**src/rtl/assert_macros.svh**
```systemverilog
// Assertion helpers shared by the RTL.
`ifndef ASSERT_MACROS_SVH
`define ASSERT_MACROS_SVH

// Same-cycle implication, disabled while reset is asserted.
`define ASSERT_IMPL(label, clk, rst_n, ante, cons, msg) \
    label: assert property (@(posedge clk) disable iff (!(rst_n)) (ante) |-> (cons)) \
        else $error(msg);

// Next-cycle implication, disabled while reset is asserted.
`define ASSERT_NEXT(label, clk, rst_n, ante, cons, msg) \
    label: assert property (@(posedge clk) disable iff (!(rst_n)) (ante) |=> (cons)) \
        else $error(msg);

`endif

```
**src/rtl/tlec_ram.sv**
```systemverilog
`default_nettype none

module tlec_ram #(
    parameter int unsigned WIDTH = 8,
    parameter int unsigned DEPTH = 16
) (
    input  wire logic                      i_clk,
    input  wire logic                      i_we,
    input  wire logic [$clog2(DEPTH)-1:0]  i_waddr,
    input  wire logic [WIDTH-1:0]          i_wdata,
    input  wire logic                      i_re,
    input  wire logic [$clog2(DEPTH)-1:0]  i_raddr,
    output logic      [WIDTH-1:0]          o_rdata
);

    logic [WIDTH-1:0] r_mem [DEPTH];
    logic [WIDTH-1:0] r_rdata;

    // one write port, one registered read port; read data holds without a read
    always_ff @(posedge i_clk) begin
        if (i_we) begin
            r_mem[i_waddr] <= i_wdata;
        end
        if (i_re) begin
            r_rdata <= r_mem[i_raddr];
        end
    end

    assign o_rdata = r_rdata;

endmodule

`default_nettype wire

```
**config.mk**
```make
export PLATFORM = sky130hd
export DESIGN_NAME = tlec_ram
export DESIGN_NICKNAME = d
export VERILOG_FILES = /design/src/rtl/assert_macros.svh /design/src/rtl/tlec_ram.sv
export SDC_FILE = /design/constraint.sdc
export NUM_CORES = 1
export LEC_CHECK = 0
export ABC_AREA = 1
export BUFFER_PORTS_ARGS = -buffer_cell sky130_fd_sc_hd__buf_2
export CAP_MARGIN = 40
export CORE_ASPECT_RATIO = 0.5
export CORE_MARGIN = 1.5
export CORE_UTILIZATION = 45
export CTS_BUF_LIST = sky130_fd_sc_hd__clkbuf_4 sky130_fd_sc_hd__clkbuf_8
export DETAILED_ROUTE_END_ITERATION = 16
export MAX_ROUTING_LAYER = met4
export PLACE_DENSITY_LB_ADDON = 0.15
export SYNTH_ARGS = -nofsm -noshare
export SYNTH_HDL_FRONTEND = slang
export SYNTH_SLANG_ARGS = --single-unit
```
**constraint.sdc**
```tcl
create_clock -name i_clk -period 1.13 [get_ports i_clk]
set_input_delay 0.0565 -clock i_clk [delete_from_list [all_inputs] [get_ports i_clk]]
set_output_delay 0.0565 -clock i_clk [all_outputs]
set_load 0.01 [all_outputs]
```
After elaboration in Yosys (flattened, before gate mapping) --
Memories as Yosys holds them, arrays and structs flattened. A register that Yosys moved wholly into a read port is not among the register bits. Index checks and enable logic that the tools add are counted.
Operators by class: muxes and demuxes 2
Operator list (number):
- $mux W1 | 2
Word-level totals: output and inout port bits 8, word-level logic and storage cells 3, memories 1, register bits after elaboration 0, memory bits (writable) 128, bits of input ports 19
Memories:
- r_mem | words 16, width 8, read ports 1, clocked after memory_dff 1, write ports 1, line tlec_ram.sv:16 | logic [WIDTH-1:0] r_mem [DEPTH];

Longest topological paths before layout --
word-level depth 2, gate-level depth with buffers 8, gate-level depth less buffers 7

Worst setup path after synthesis --
Ideal clock, no wire load.
path kind input to register, start input i_waddr[2], end memory r_mem[10][0] (enable), cell stages on the path 2, setup time 0.370 ns, buffers on the path 0, path slack 0.123 ns, data required time 0.760 ns, data arrival time 0.637 ns, cells stage by stage nand3b_1 > nor2_1
RTL lines:
- start: declaration | line tlec_ram.sv:9 | input wire logic [$clog2(DEPTH)-1:0] i_waddr,
- end: declaration | line tlec_ram.sv:16
No word-level cell before the write port.

Worst setup path after layout --
start register r_rdata[4], in the netlist o_rdata[4] (read register of r_mem), end output o_rdata[4]
RTL lines:
- start: declaration | line tlec_ram.sv:17 | logic [WIDTH-1:0] r_rdata;
- end: declaration | line tlec_ram.sv:13 | output logic [WIDTH-1:0] o_rdata
No word-level cell between the ends.

==> out/metrics.csv <==
stage,metric,value,unit
run_status,status,"complete, no violations",
flow_run,max_cap viols,0,
power,PwrDens,1489,mW/mm^2
critical_path,crit-path cells,buf_2,
route,initial DRC count,292,
clocking,clock latency at the later pin of the worst-skew pair,0.44,ns
critical_path,"Req. time, crit path",1.07,ns
synth,library cells used by synthesis,11,
final_layout,share of layout cells above drive strength 1,23.50,%
synth,post-synthesis cell area,0.005847,mm^2
sta,part of the cycle the worst path needs,97.57,%
hold_path,hold path depth,1,
route,antenna-violating nets left,0,
sta,Final Hold Fails,0,
critical_path,Crit. Startpoint,o_rdata[4],
synth,Synth Net Count,570,
critical_path,R2R setup slack,0.05,ns
critical_path,worst reg2reg path startpoint,r_mem[4][3],
synth,Ys Warns,0,
synth,"flops & latches, synth",136,
critical_path,critical path's largest stage delay,0.44,ns
clocking,CTS buffer count,17,
global_routing,All-Layer GR Usage,23.32,%
global_routing,Congestion Overflow GR,0,
critical_path,r2r endpoint,o_rdata[3],
critical_path,Worst path top cell family by delay,flip-flops,
power,Leak,2.998,nW
global_routing,first-pass GRT wire length,22030,um
placement,Buffers on Ports,26,
synth,Post-synth EDFFs,136,
critical_path,depth of the most critical reg-to-reg path,6,
route,1st-pass router iterations,5,
die,die width,164.2,um
die,die area,0.01373,mm^2
clocking,CTS Sinks,136,
sta,setup total negative slack,0,ns
sta,Slew headroom,71.10,%
die,Rows,29,
route,overall routed net length,14300,um
die,Die Y,83.60,um
critical_path,worst setup path endpoint,o_rdata[4],
sta,Final setup viols,0,
sta,Fin Hold WS,0.04081,ns
synth,leading post-synthesis cells by cell area,"edfxtp_1, nand2_1, nand3_1",
hold_path,Hold Crit Class,in -> reg,
global_routing,met1 usage,33.88,%
synth,commonest cells in the netlist,"nand2_1, edfxtp_1, inv_1",
sta,fmax,907.0,MHz
synth,Mapped Avg Cell Area,10.61,um^2
synth,post-synthesis sequential area ratio,69.85,%
critical_path,Worst Setup End Kind,primary output,
critical_path,critical path class,reg -> out,
global_routing,vias in the first global route,3754,
sta,Final Max Slew Viols,0,
final_layout,nets,623,
critical_path,CP Launch Type,register,
synth,"count leader, synth",nand2_1,
power,Tot Pwr,10.37,mW
synth,Mapped Cells,551,
global_routing,met2 usage,32.80,%
final_layout,n_diodes,0,
route,Avg WL per Cell,18.17,um
clocking,TritonCTS clock tree,built,
critical_path,slowest CP cell,edfxtp_1,
route,total vias in the final route,3885,
final_layout,Synth-to-Final Area Change,19.15,%
critical_path,Stages on worst setup path,1,
global_routing,met3 usage,4.670,%
clocking,CTS root buf,clkbuf_8,
global_routing,gr busiest metal,met1,
die,area of the core region,0.01266,mm^2
clocking,H-tree depth,4,
synth,commonest register cell after synthesis,edfxtp_1,
die,# IOs,27,
hold_path,worst hold start,i_wdata[2],
route,vias per inst,4.936,
sta,min cycle time layout,1.103,ns
synth,top cell type by total area after synthesis,edfxtp_1,
clocking,"CTS clk-pin slew, worst paths",0.07,ns
critical_path,crit path max fanout,1,
sta,worst slew pin tran,0.4335,ns
global_routing,largest net degree at the start of global routing,33,
power,Max IR drop VDD,627.2,uV
placement,DP Wirelength,9222,um
placement,Final GP Congestion,0.8727,
clocking,CTS max path bufs,2,
critical_path,arrival time at the worst endpoint,1.05,ns
die,Initial Util,46.17,%
clocking,Post-CTS Setup Bufs,0,
sta,clock skew,0.008024,ns
sta,unrepaired setup endpoints after global routing,yes,
synth,top-area cell type share of the netlist area,69.85,%
synth,share of flip-flops with an asynchronous set or reset,0,%
route,drt drc,0,
global_routing,initial antenna violation count,0,
critical_path,Worst Path Buf+Inv,1,
## through the flow
stage	instance area (um^2)	utilization [%]	worst slack (ns)	instances
2_1_floorplan	5847	-	0.1227	551
3_3_place_gp	6319	49.90	-0.1064	754
3_5_place_dp	6319	49.90	-0.1403	754
4_1_cts	6724	53.10	-0.0003496	787
5_1_grt	6967	55.01	-0.01606	787
6_report	6967	55.01	0.02745	787
## state kept, by name, indices dropped and copies added, names as in the netlist
name / cells
r_mem: 128
o_rdata: 8
## cells by family (layout without fill, tap and decap cells)
kind of cell,count (synthesis),in the layout,synth area share [%]
AND/OR/NAND/NOR,289,289,20.76
flip-flops,136,136,69.85
buffers and inverters,126,192,9.394
## layout by cell type (no fill, tap or decap), types with 4 or more instances in the layout
| cell | Yosys | layout |
|---|---|---|
| clkbuf_8 | 0 | 17 |
| buf_2 | 13 | 26 |
| nand3_2 | 0 | 43 |
| buf_4 | 4 | 26 |
| buf_12 | 0 | 5 |
| nand2_2 | 0 | 4 |
| edfxtp_1 | 136 | 136 |
| nand2_1 | 173 | 169 |
| inv_1 | 100 | 95 |
| nor2_1 | 17 | 17 |
| clkinv_2 | 0 | 6 |
| nand3_1 | 97 | 51 |
| inv_2 | 2 | 7 |
## power breakdown
group / internal [mW] / switching [mW]
registers: 5.68 / 0.0345
clock network: 1.95 / 1.87
logic: 0.272 / 0.570
## layer usage
| layer | vias to the layer above | share of wire [%] |
|---|---|---|
| met5 | - | 0 |
| met4 | 0 | 1.2 |
| met3 | 18 | 6.2 |
| met2 | 96 | 45 |
| met1 | 1885 | 48 |
| li1 | 1886 | - |
## how the worst min path moves through the flow
stage | slack (ns) | endpoint
after detailed placement | 0.44 | o_rdata[5]
after CTS | 0.03 | r_mem[3][2]
final | 0.04 | r_mem[2][2]
after global routing | 0.03 | r_mem[2][2]
after global placement | 0.44 | o_rdata[5]
after floorplan | 0.16 | r_mem[0][0]
## timing repair
action,CTS,global route
setup endpoints to repair,4,9
hold buffers,1,0
endpoints found under the hold margin,8,0
resized for setup,4,54
pin swaps,2,16
## layout make-up
| cell class | instances | area (um^2) |
|---|---|---|
| fillers | 1100 | 5697 |
| flip-flops and latches | 136 | 4084 |
| multi-input cells | 289 | 1476 |
| repair buffers | 58 | 435.4 |
| inverters | 102 | 382.9 |
| clock buffers | 18 | 241.5 |
| well taps | 170 | 212.7 |
| clock inverters | 14 | 133.9 |
Note: power is estimated with default switching activity, not from simulation.
