$ cat src/rtl/assert_macros.svh
// Assertion helpers shared by the RTL.
`ifndef ASSERT_MACROS_SVH
`define ASSERT_MACROS_SVH

// Same-cycle implication, disabled while reset is asserted.
`define ASSERT_IMPL(label, clk, rst_n, ante, cons, msg) \
    label: assert property (@(posedge clk) disable iff (!(rst_n)) (ante) |-> (cons)) \
        else $error(msg);

// Next-cycle implication, disabled while reset is asserted.
`define ASSERT_NEXT(label, clk, rst_n, ante, cons, msg) \
    label: assert property (@(posedge clk) disable iff (!(rst_n)) (ante) |=> (cons)) \
        else $error(msg);

`endif

$ cat src/rtl/tlec_pkg.sv
`default_nettype none

package tlec_pkg;

    // fixed field widths
    localparam int unsigned ADDR_W      = 32;
    localparam int unsigned SET_FIELD_W = 4;
    localparam int unsigned TAG_W       = ADDR_W - SET_FIELD_W;
    localparam int unsigned CNT_W       = 32;

    // default geometry
    localparam int unsigned DEF_NEAR_SETS = 16;
    localparam int unsigned DEF_FAR_SETS  = 16;
    localparam int unsigned DEF_FAR_WAYS  = 8;

    typedef enum logic {
        FUNC_READ  = 1'b0,
        FUNC_WRITE = 1'b1
    } t_func;

    typedef struct packed {
        t_func              func;
        logic [ADDR_W-1:0]  address;
    } t_req;

    typedef struct packed {
        logic               l1_hit;
        logic               l2_hit;
        logic [CNT_W-1:0]   l1_access_count;
        logic [CNT_W-1:0]   l1_miss_count;
        logic [CNT_W-1:0]   l2_access_count;
        logic [CNT_W-1:0]   l2_miss_count;
    } t_resp;

    // lookup context handed to the far-level update logic
    typedef struct packed {
        logic l1_hit;
        logic is_write;
        logic victim_valid;
    } t_far_ctl;

    // decisions coming back from the far-level update logic
    typedef struct packed {
        logic l2_hit;
        logic near_fill;
        logic row_we;
    } t_far_res;

    // Set field modulo a set count, by repeated subtraction (narrow value).
    function automatic logic [7:0] set_mod(input logic [SET_FIELD_W-1:0] f,
                                           input logic [8:0] m);
        logic [8:0] v;
        v = 9'(f);
        for (int i = 0; i < 8; i++) begin
            if (v >= m) begin
                v = v - m;
            end
        end
        return v[7:0];
    endfunction

endpackage

`default_nettype wire

$ cat src/rtl/tlec_far.sv
`default_nettype none

module tlec_far
    import tlec_pkg::*;
#(
    parameter int unsigned FAR_WAYS = DEF_FAR_WAYS
) (
    input  wire t_far_ctl                                              i_ctl,
    input  wire logic [TAG_W-1:0]                                      i_tag,
    input  wire logic [TAG_W-1:0]                                      i_victim_tag,
    input  wire logic                                                  i_row_valid,
    input  wire logic [FAR_WAYS*(TAG_W+$clog2(FAR_WAYS)+1)-1:0]        i_row,
    output t_far_res                                                   o_res,
    output logic      [FAR_WAYS*(TAG_W+$clog2(FAR_WAYS)+1)-1:0]        o_row
);

    localparam int unsigned RANK_W  = $clog2(FAR_WAYS) + 1;
    localparam int unsigned ENTRY_W = TAG_W + RANK_W;
    localparam int unsigned WAY_W   = $clog2(FAR_WAYS);
    localparam logic signed [RANK_W-1:0] RANK_EMPTY = '1;
    localparam logic signed [RANK_W-1:0] RANK_TOP   = RANK_W'(FAR_WAYS - 1);
    localparam logic signed [RANK_W-1:0] RANK_ONE   = RANK_W'(1);

    logic signed [RANK_W-1:0] rank_in  [FAR_WAYS];
    logic signed [RANK_W-1:0] rank_hit [FAR_WAYS];
    logic signed [RANK_W-1:0] rank_out [FAR_WAYS];
    logic        [TAG_W-1:0]  tag_in   [FAR_WAYS];
    logic        [TAG_W-1:0]  tag_out  [FAR_WAYS];
    logic        [FAR_WAYS-1:0] hit_vec;
    logic        [WAY_W-1:0]  hit_way;
    logic        [WAY_W-1:0]  pick_way;
    logic signed [RANK_W-1:0] old_rank;
    logic                     l2_hit;
    logic                     fill;
    logic                     insert;

    // unpack the row; a row never written reads as all ways empty
    always_comb begin
        for (int w = 0; w < FAR_WAYS; w++) begin
            tag_in[w]  = i_row[w*ENTRY_W +: TAG_W];
            rank_in[w] = i_row_valid ? i_row[w*ENTRY_W+TAG_W +: RANK_W] : RANK_EMPTY;
            hit_vec[w] = (rank_in[w] != RANK_EMPTY) && (tag_in[w] == i_tag);
        end
    end

    // first hitting way
    always_comb begin
        hit_way = '0;
        for (int w = FAR_WAYS - 1; w >= 0; w--) begin
            if (hit_vec[w]) begin
                hit_way = WAY_W'(w);
            end
        end
    end

    assign l2_hit   = !i_ctl.l1_hit && (|hit_vec);
    assign old_rank = rank_in[hit_way];
    assign fill     = !i_ctl.l1_hit && (l2_hit || (i_ctl.is_write == 1'b0));
    assign insert   = fill && i_ctl.victim_valid;

    // hit removal: way goes empty, older-than-it ways move up by one rank
    always_comb begin
        for (int w = 0; w < FAR_WAYS; w++) begin
            rank_hit[w] = rank_in[w];
            if (l2_hit) begin
                if (WAY_W'(w) == hit_way) begin
                    rank_hit[w] = RANK_EMPTY;
                end else if ((rank_in[w] != RANK_EMPTY) && (rank_in[w] < old_rank)) begin
                    rank_hit[w] = rank_in[w] + RANK_ONE;
                end
            end
        end
    end

    // victim slot: first empty or least-recent way, else way 0
    always_comb begin
        pick_way = '0;
        for (int w = FAR_WAYS - 1; w >= 0; w--) begin
            if ((rank_hit[w] == RANK_EMPTY) || (rank_hit[w] == '0)) begin
                pick_way = WAY_W'(w);
            end
        end
    end

    // victim insertion at the top rank, other ways ranked above zero age down
    always_comb begin
        for (int w = 0; w < FAR_WAYS; w++) begin
            rank_out[w] = rank_hit[w];
            tag_out[w]  = tag_in[w];
            if (insert) begin
                if (WAY_W'(w) == pick_way) begin
                    rank_out[w] = RANK_TOP;
                    tag_out[w]  = i_victim_tag;
                end else if (rank_hit[w] > 0) begin
                    rank_out[w] = rank_hit[w] - RANK_ONE;
                end
            end
            o_row[w*ENTRY_W +: ENTRY_W] = {rank_out[w], tag_out[w]};
        end
    end

    assign o_res.l2_hit    = l2_hit;
    assign o_res.near_fill = fill;
    assign o_res.row_we    = l2_hit || insert;

endmodule

`default_nettype wire
$ cat config.mk
export PLATFORM = sky130hd
export DESIGN_NAME = tlec_far
export DESIGN_NICKNAME = d
export VERILOG_FILES = /design/src/rtl/assert_macros.svh /design/src/rtl/tlec_pkg.sv /design/src/rtl/tlec_far.sv
export SDC_FILE = /design/constraint.sdc
export NUM_CORES = 1
export LEC_CHECK = 0
export BUFFER_PORTS_ARGS = -buffer_cell sky130_fd_sc_hd__buf_2
export CAP_MARGIN = 20
export CORE_AREA = 2 2 225 227
export DETAILED_ROUTE_END_ITERATION = 7
export DIE_AREA = 0 0 227 229
export GPL_ROUTABILITY_DRIVEN = 0
export PLACE_DENSITY = 0.53
export SLEW_MARGIN = 20
export SYNTH_ARGS = -nofsm -noshare
export SYNTH_HDL_FRONTEND = slang
export SYNTH_SLANG_ARGS = --single-unit
$ cat constraint.sdc
create_clock -name vclk -period 51.7
set_input_delay 15.51 -clock vclk [all_inputs]
set_output_delay 15.51 -clock vclk [all_outputs]
set_load 0.05 [all_outputs]
Word-level counts from Yosys, hierarchy flattened
Index checks and enable logic that the tools add are counted.

Flip-flop bits (word level): 0. Input bits: 316. Logic and storage cells: 205.

$add $sub $neg: 16. Magnitude comparators: 17. Eq/ne operators: 38. Mux-type cells: 91. Bitwise logic cells: 2. Reduce and logical (&&, ||, !) cells: 41.

Operator list (count): 2-to-1 mux 28 bit (16); 2-to-1 mux 4 bit (58); == test 28 bit (8); 2-to-1 mux 3 bit (16); adder 4 x 2 -> 4 bit, second input constant (8); == test 4 x 1 -> 1 bit, second input constant (8); greater-than comparator 4 x 1 -> 1 bit, second input constant (8); logical NOT 4 bit (8); < comparator 4 bit (8); != test 4 x 1 -> 1 bit, second input constant (8); subtractor 4 x 2 -> 4 bit, second input constant (8); == test 3 bit, first input constant (8); logical AND 1 bit (19); binary-select mux 4 bit (select 3 bit) (1); == test 2 x 3 -> 1 bit, first input constant (4); logical OR 1 bit (10); OR reduction 8 bit (1); == test 1 x 3 -> 1 bit, first input constant (2); logical NOT 3 bit (2); greater-or-equal comparator 4 bit, second input constant (1); inverter 3 -> 4 bit (1); logical NOT 1 bit (1); inverter 1 bit (1).

Depth between registers and ports, before layout
Gate-level depths: netlist (run 1).

Depth after elaboration: 33. Depth in mapped cells: 38. Depth with buffers taken out: 34.

Worst setup path after synthesis (run 1)
No wires, ideal clock.

Path kind: in2out. From: in i_row_valid. To: out o_row[127]. Data arrival time: 24.008 ns. Data required time: 36.190 ns. Path slack: 12.182 ns. Stages: 33. Buffers on the path: 5. Path through: buf_2 > clkbuf_1 > nor2b_1 > inv_1 > ha_1 > a21boi_1 > or4_1 > or4_4 > o21ai_1 > nor2_1 > o21ai_1 > clkbuf_1 > nand3b_1 > a31oi_1 > a221oi_1 > ha_1 > nand2b_1 > and3_1 > o21ai_0 > nand3_1 > mux2_2 > nor2_1 > ha_1 > or4b_2 > o21ai_0 > a41oi_1 > nor3b_1 > and2_1 > nand2_2 > or2_1 > buf_2 > buf_6 > a21boi_0.

Cells in the longest elaborated chain, start to end: 33.

RTL lines: start, declared (line tlec_far.sv:11) `input wire logic i_row_valid,`; 2-to-1 mux 4 bit (line tlec_far.sv:41) `rank_in[w] = i_row_valid ? i_row[w*ENTRY_W+TAG_W +: RANK_W] : RANK_EMPTY;`; != test 4 x 1 -> 1 bit (line tlec_far.sv:42, tlec_far.sv:68); logical AND 1 bit (line tlec_far.sv:42) `hit_vec[w] = (rank_in[w] != RANK_EMPTY) && (tag_in[w] == i_tag);`; 2-to-1 mux 3 bit (8 in a row) (line tlec_far.sv:50) `if (hit_vec[w]) begin`; inverter 3 -> 4 bit (implied by the code) (line tlec_far.sv:57) `assign old_rank = rank_in[hit_way];`; binary-select mux 4 bit (select 3 bit) (line tlec_far.sv:57); 2-to-1 mux 4 bit (implied by the code) (2 in a row) (line tlec_far.sv:57); < comparator 4 bit (line tlec_far.sv:68) `end else if ((rank_in[w] != RANK_EMPTY) && (rank_in[w] < old_rank)) begin`; [2 not listed]; 2-to-1 mux 4 bit (line tlec_far.sv:66) `if (WAY_W'(w) == hit_way) begin`; 2-to-1 mux 4 bit (line tlec_far.sv:65) `if (l2_hit) begin`; == test 4 x 1 -> 1 bit or logical NOT 4 bit (tied branches) (line tlec_far.sv:79) `if ((rank_hit[w] == RANK_EMPTY) || (rank_hit[w] == '0)) begin`; logical OR 1 bit (line tlec_far.sv:79); 2-to-1 mux 3 bit (8 in a row) (line tlec_far.sv:79); == test 2 x 3 -> 1 bit (line tlec_far.sv:91) `if (WAY_W'(w) == pick_way) begin`; 2-to-1 mux 4 bit (line tlec_far.sv:91); 2-to-1 mux 4 bit * (line tlec_far.sv:90) `if (insert) begin`; end, declared (line tlec_far.sv:14) `output logic [FAR_WAYS*(TAG_W+$clog2(FAR_WAYS)+1)-1:0] o_row`.

Mark *: on every way between the ends. The rest lies on a longest branch, timed or not. The select of a mux whose other input is x is not followed.

Final worst setup path (run 1)
From: in i_row_valid. To: out o_row[238].

Cells in the longest elaborated chain, start to end: 33.

RTL lines (line): 2-to-1 mux 4 bit (tlec_far.sv:41); != test 4 x 1 -> 1 bit (tlec_far.sv:42, tlec_far.sv:68); logical AND 1 bit (tlec_far.sv:42); 2-to-1 mux 3 bit (8 in a row) (tlec_far.sv:50); inverter 3 -> 4 bit (implied by the code) (tlec_far.sv:57); binary-select mux 4 bit (select 3 bit) (tlec_far.sv:57); 2-to-1 mux 4 bit (implied by the code) (2 in a row) (tlec_far.sv:57); < comparator 4 bit (tlec_far.sv:68); [2 not listed]; 2-to-1 mux 4 bit (tlec_far.sv:66); 2-to-1 mux 4 bit (tlec_far.sv:65); == test 4 x 1 -> 1 bit or logical NOT 4 bit (tied branches) (tlec_far.sv:79); logical OR 1 bit (tlec_far.sv:79); 2-to-1 mux 3 bit (8 in a row) (tlec_far.sv:79); == test 3 bit (tlec_far.sv:91); 2-to-1 mux 28 bit (tlec_far.sv:91); 2-to-1 mux 28 bit * (tlec_far.sv:90).

Marks and branches as above.

==> out/results.ini, run 1 <==
[run_status]
status = completed

[place]
portBuffers = 575
dp.cells = 2386
hpwl_mm = 66.9

[critical_path]
crit_path_max_incr_delay_ns = 1.00
startpoint_type = primary input
critical-path-top-delay-family = simple AND/OR/NAND/NOR gates
cp_max_fo = 40
worstSetupPathType = in -> out
critical_path_required_ns = 36.19
arrival_ns = 25.89
worst_path_max_delay_cell = nor4b_4
critical_path.endpoint_type = output port
worst-path-buf-inv = 6

[job]
max_cap_violations = 0

[layout]
fillerInstances = 5598
multi_input_area_um2 = 8890
n_sequential_cell = 0
final_nets = 2080
final_cells = 2393
regArea_um2 = 0
final_cell_mix = buf_2 (575), mux2_2 (166), xor2_1 (150)
drive_gt1_frac = 0.483
area_growth_pct = 36.8
final_common_cell = buf_2
clkbuf_count = 0

[timing]
fmaxAchievable_mhz = 24.2
slew_viol_final = 0
hold_viol = 0
finalCritPeriodShare = 0.801
finalSetupViolCount = 0
maxSlewHeadroom = 0.242
tns_ns = 0
tightest_slew_ns = 1.14
layout_min_cycle_time_ns = 41.40
rsz0062_at_grt = false

[power_and_ir_drop]
clockPowerShare = 0
pwr_density_cell_nw_per_um2 = 12.1
ir_drop_uv = 12.3
cellLeakagePower_nw = 5.78
p_sw_uw = 111
pwr-share-seq = 0
p_sw_frac = 0.711
power_frac_comb = 1.000
intPower_uw = 45.1

[detailed_routing]
drtPass1Iterations = 5
drtIter0Drc = 1097
finalWirelength_mm = 76.7
vias = 12200
wire_per_inst_um = 32.1
postRouteAntennaNets = 0
via_per_inst = 5.12
drcViolationCount = 0

[die]
num_io_pins = 575
initial_core_util = 0.190
die_w_um = 227
dieArea_um2 = 52000
die_h_um = 229
fp-row-count = 82
core-area_um2 = 49700

[grt]
grt_max_degree = 41
grt_pass1_vias = 12000
overflow = 0
grt.total_usage = 0.281
antenna_found_initial = 32
grt_pass1_wl_mm = 101

[hold_path]
min_to = o_row[240]
min_path_type = in -> out
whs_path_depth = 3
hold_start = i_row[240]

[cts]
cts_hold_buffers = 0
cts_resized = 0
post_cts_buffers = 0

[synthesis]
synth_nets = 1561
synth_area_leaders = mux2_2 (20%), xor2_1 (14%), xnor2_1 (9.1%)
synth.distinct_cells = 78
netlist.area_leader.share = 0.198
synth_top_area_cell = mux2_2
netlist_instances = 1197
synth_area_per_cell_um2 = 7.87
yosysWarnings = 0
netlist_area_um2 = 9420
seq_area_frac_synth = 0

==> metrics by stage <==
step / utilization / hold slack, ns / power [mW] / setup WS [ns] / cell area [um2]
floorplan: - / 31.24 / 0.0954 / 12.18 / 9420
global placement: 0.259 / 31.48 / 0.154 / 10.86 / 12900
detailed placement: 0.259 / 31.48 / 0.155 / 10.46 / 12900
CTS: 0.259 / 31.48 / 0.155 / 10.43 / 12900
global route: 0.259 / 31.51 / 0.162 / 9.77 / 12900
finish: 0.260 / 31.48 / 0.156 / 10.30 / 12900
==> power by group through the flow <==
stage               logic (mW)  clock network, mW  registers [mW]
global placement         0.154                  0               0
finish                   0.156       0.0000000182               0
CTS                      0.155                  0               0
detailed placement       0.155                  0               0
floorplan               0.0954                  0               0
global route             0.162      0.00000000779               0
==> final cells by class <==
class	instances	area share
multi-input cells	1083	0.689
diodes	7	0.00136
inverters	40	0.0116
repair buffers	591	0.232
well taps	672	0.0652
==> worst max-delay path by stage <==
stage	from	to	slack, ns	cells past startpoint
2_1_floorplan	i_row_valid	o_row[127]	12.18	33
3_3_place_gp	i_row_valid	o_row[238]	10.86	36
3_5_place_dp	i_row_valid	o_row[238]	10.46	36
4_1_cts	i_row_valid	o_row[238]	10.43	36
5_1_grt	i_row_valid	o_row[238]	9.77	35
6_report	i_row_valid	o_row[238]	10.30	35
==> cell usage after synthesis (5+ instances only) <==
cell type	instances
a211oi_1	6
and3_1	9
nor2b_1	19
xnor2_1	98
a21boi_0	7
inv_1	39
ha_1	48
o22ai_1	5
mux2_4	26
o211ai_1	9
buf_4	13
clkbuf_1	16
and4_1	5
buf_6	7
and2_1	10
nand3_1	29
nand4_1	28
o31ai_1	5
xor2_1	150
a211o_1	8
buf_2	38
or2_2	10
nor2_1	55
or4_1	7
nor4_1	48
nor3_1	15
mux2_2	166
nand2_1	89
a21oi_1	31
a31oi_1	7
mux2i_1	11
mux2_1	40
nand2b_1	39
o21ai_0	28
==> layer usage <==
metal / up-vias / wire [um] / global-route usage
met5: - / 217 / 0
met4: 34 / 3050 / 0.0882
met3: 142 / 5990 / 0.0548
met2: 691 / 38700 / 0.512
met1: 6028 / 28800 / 0.326
li1: 5352 / - / -
==> kinds of logic (layout without fill, tap and decap cells) <==
group / Yosys count / count (layout) / synth area share
XOR/XNOR: 249 / 249 / 0.232
adder cells (fa/ha/maj): 48 / 48 / 0.0637
AND/OR/NAND/NOR: 389 / 389 / 0.224
buffers and inverters: 114 / 631 / 0.0612
multiplexers: 244 / 244 / 0.302
AO/OA/AOI/OAI: 153 / 153 / 0.117
other: 0 / 7 / 0
Power figures use the tool's default switching activity.
==> run 2, diff against run 1 <==
--- a/config.mk
+++ b/config.mk
@@ -11,7 +11,7 @@
 export DETAILED_ROUTE_END_ITERATION = 7
 export DIE_AREA = 0 0 227 229
 export GPL_ROUTABILITY_DRIVEN = 0
-export PLACE_DENSITY = 0.53
+export PLACE_DENSITY = 0.54
 export SLEW_MARGIN = 20
 export SYNTH_ARGS = -nofsm -noshare
 export SYNTH_HDL_FRONTEND = slang
==> constraint.sdc (replaced) <==
create_clock -name vclk -period 33.8
set_input_delay 10.14 -clock vclk [all_inputs]
set_output_delay 10.14 -clock vclk [all_outputs]
set_load 0.05 [all_outputs]
==> run 2 against run 1 <==
Effect of this change:
- combinational power grew 52%
- first-iteration DRC count is 12% lower
- flip-flop and latch count did not move
- cell count is 0.21% lower
- critical path depth rose by 1
- largest cell class unchanged
==> out/results.ini, run 2 (synthesis gave the netlist of run 1 again) <==
[die]
die_h_um = 229
fp-row-count = 82
core-area_um2 = 49700
dieArea_um2 = 52000
die_w_um = 227
num_io_pins = 575
initial_core_util = 0.190

[timing]
maxSlewHeadroom = 0.262
hold_viol = 0
slew_viol_final = 0
tightest_slew_ns = 1.10
tns_ns = 0
rsz0062_at_grt = false
layout_min_cycle_time_ns = 31.27
finalSetupViolCount = 0
fmaxAchievable_mhz = 32.0
finalCritPeriodShare = 0.925

[layout]
fillerInstances = 5578
regArea_um2 = 0
final_nets = 2078
drive_gt1_frac = 0.482
final_cells = 2388
area_growth_pct = 36.5
multi_input_area_um2 = 8880
final_common_cell = buf_2
clkbuf_count = 0
n_sequential_cell = 0
final_cell_mix = buf_2 (575), mux2_2 (166), xor2_1 (150)

[detailed_routing]
drtIter0Drc = 960
drtPass1Iterations = 5
postRouteAntennaNets = 0
vias = 12300
via_per_inst = 5.13
wire_per_inst_um = 31.7
drcViolationCount = 0
finalWirelength_mm = 75.7

[place]
hpwl_mm = 66.3
portBuffers = 575
dp.cells = 2384

[job]
max_cap_violations = 0

[grt]
antenna_found_initial = 29
grt.total_usage = 0.278
grt_pass1_wl_mm = 100
grt_pass1_vias = 12000
grt_max_degree = 41
overflow = 0

[critical_path]
critical_path.endpoint_type = output port
cp_max_fo = 40
crit_path_max_incr_delay_ns = 0.90
startpoint_type = primary input
critical_path_required_ns = 23.66
worstSetupPathType = in -> out
worst_path_max_delay_cell = nor4b_4
arrival_ns = 21.13

[cts]
cts_resized = 0
post_cts_buffers = 0
cts_hold_buffers = 0

[run_status]
status = completed

[hold_path]
min_path_type = in -> out

[power_and_ir_drop]
ir_drop_uv = 13.5
pwr-share-seq = 0
intPower_uw = 68.8
p_total_uw = 237
cellLeakagePower_nw = 5.77
pwr_density_cell_nw_per_um2 = 18.4
p_sw_frac = 0.710
clockPowerShare = 0
power_frac_comb = 1.000
p_sw_uw = 168

-- run 2: changes by cell type in the layout (fill, tap and decap cells not counted) --
cell     before  now
buf_4        16   14
o21ai_0      28   27
nor4_1       46   47
diode_2       7    4
o21ai_1       2    3
nor4_2        4    3
-- run 2: power groups by stage --
stage               sequential, mW     clock [mW]  combinational [mW]
finish                           0   0.0000000159               0.237
detailed placement               0              0               0.235
global route                     0  0.00000000396               0.246
floorplan                        0              0               0.146
global placement                 0              0               0.233
CTS                              0              0               0.236
-- run 2: critical path, delay by kind of cell --
family                   cells  cell delay, ns
AND/OR/NAND/NOR             10            3.26
AO/OA/AOI/OAI               13            4.21
adder cells (fa/ha/maj)      3            0.69
buffers and inverters        8            2.16
multiplexers                 2            0.61
-- run 2: routing by layer --
layer / GRT usage / vias up / wire, um
li1: - / 5337 / -
met1: 0.321 / 6058 / 28500
met2: 0.504 / 673 / 37900
met3: 0.0581 / 148 / 5710
met4: 0.0950 / 40 / 3360
met5: 0 / - / 278
-- run 2: final timing paths --
kind | startpoint | end | cells past startpoint
worst min-delay path | i_row[225] | o_row[225] | 3
worst max-delay path | i_row_valid | o_row[251] | 36
-- run 2: area by class of cell --
cell class,instances,area share
antenna,4,0.000778
inverter,40,0.0117
multi-input combinational,1083,0.690
tap,672,0.0654
timing repair buffer,589,0.232
-- run 2: per-stage QoR --
| step | instance area (um2) | worst slack [ns] | hold WS, ns | utilization |
|---|---|---|---|---|
| 6_report | 12900 | 2.53 | 20.75 | 0.259 |
| 5_1_grt | 12900 | 1.97 | 20.76 | 0.259 |
| 4_1_cts | 12900 | 2.78 | 20.75 | 0.259 |
| 3_5_place_dp | 12900 | 2.81 | 20.75 | 0.259 |
| 3_3_place_gp | 12800 | 3.18 | 20.74 | 0.259 |
| 2_1_floorplan | 9420 | 5.02 | 20.50 | - |
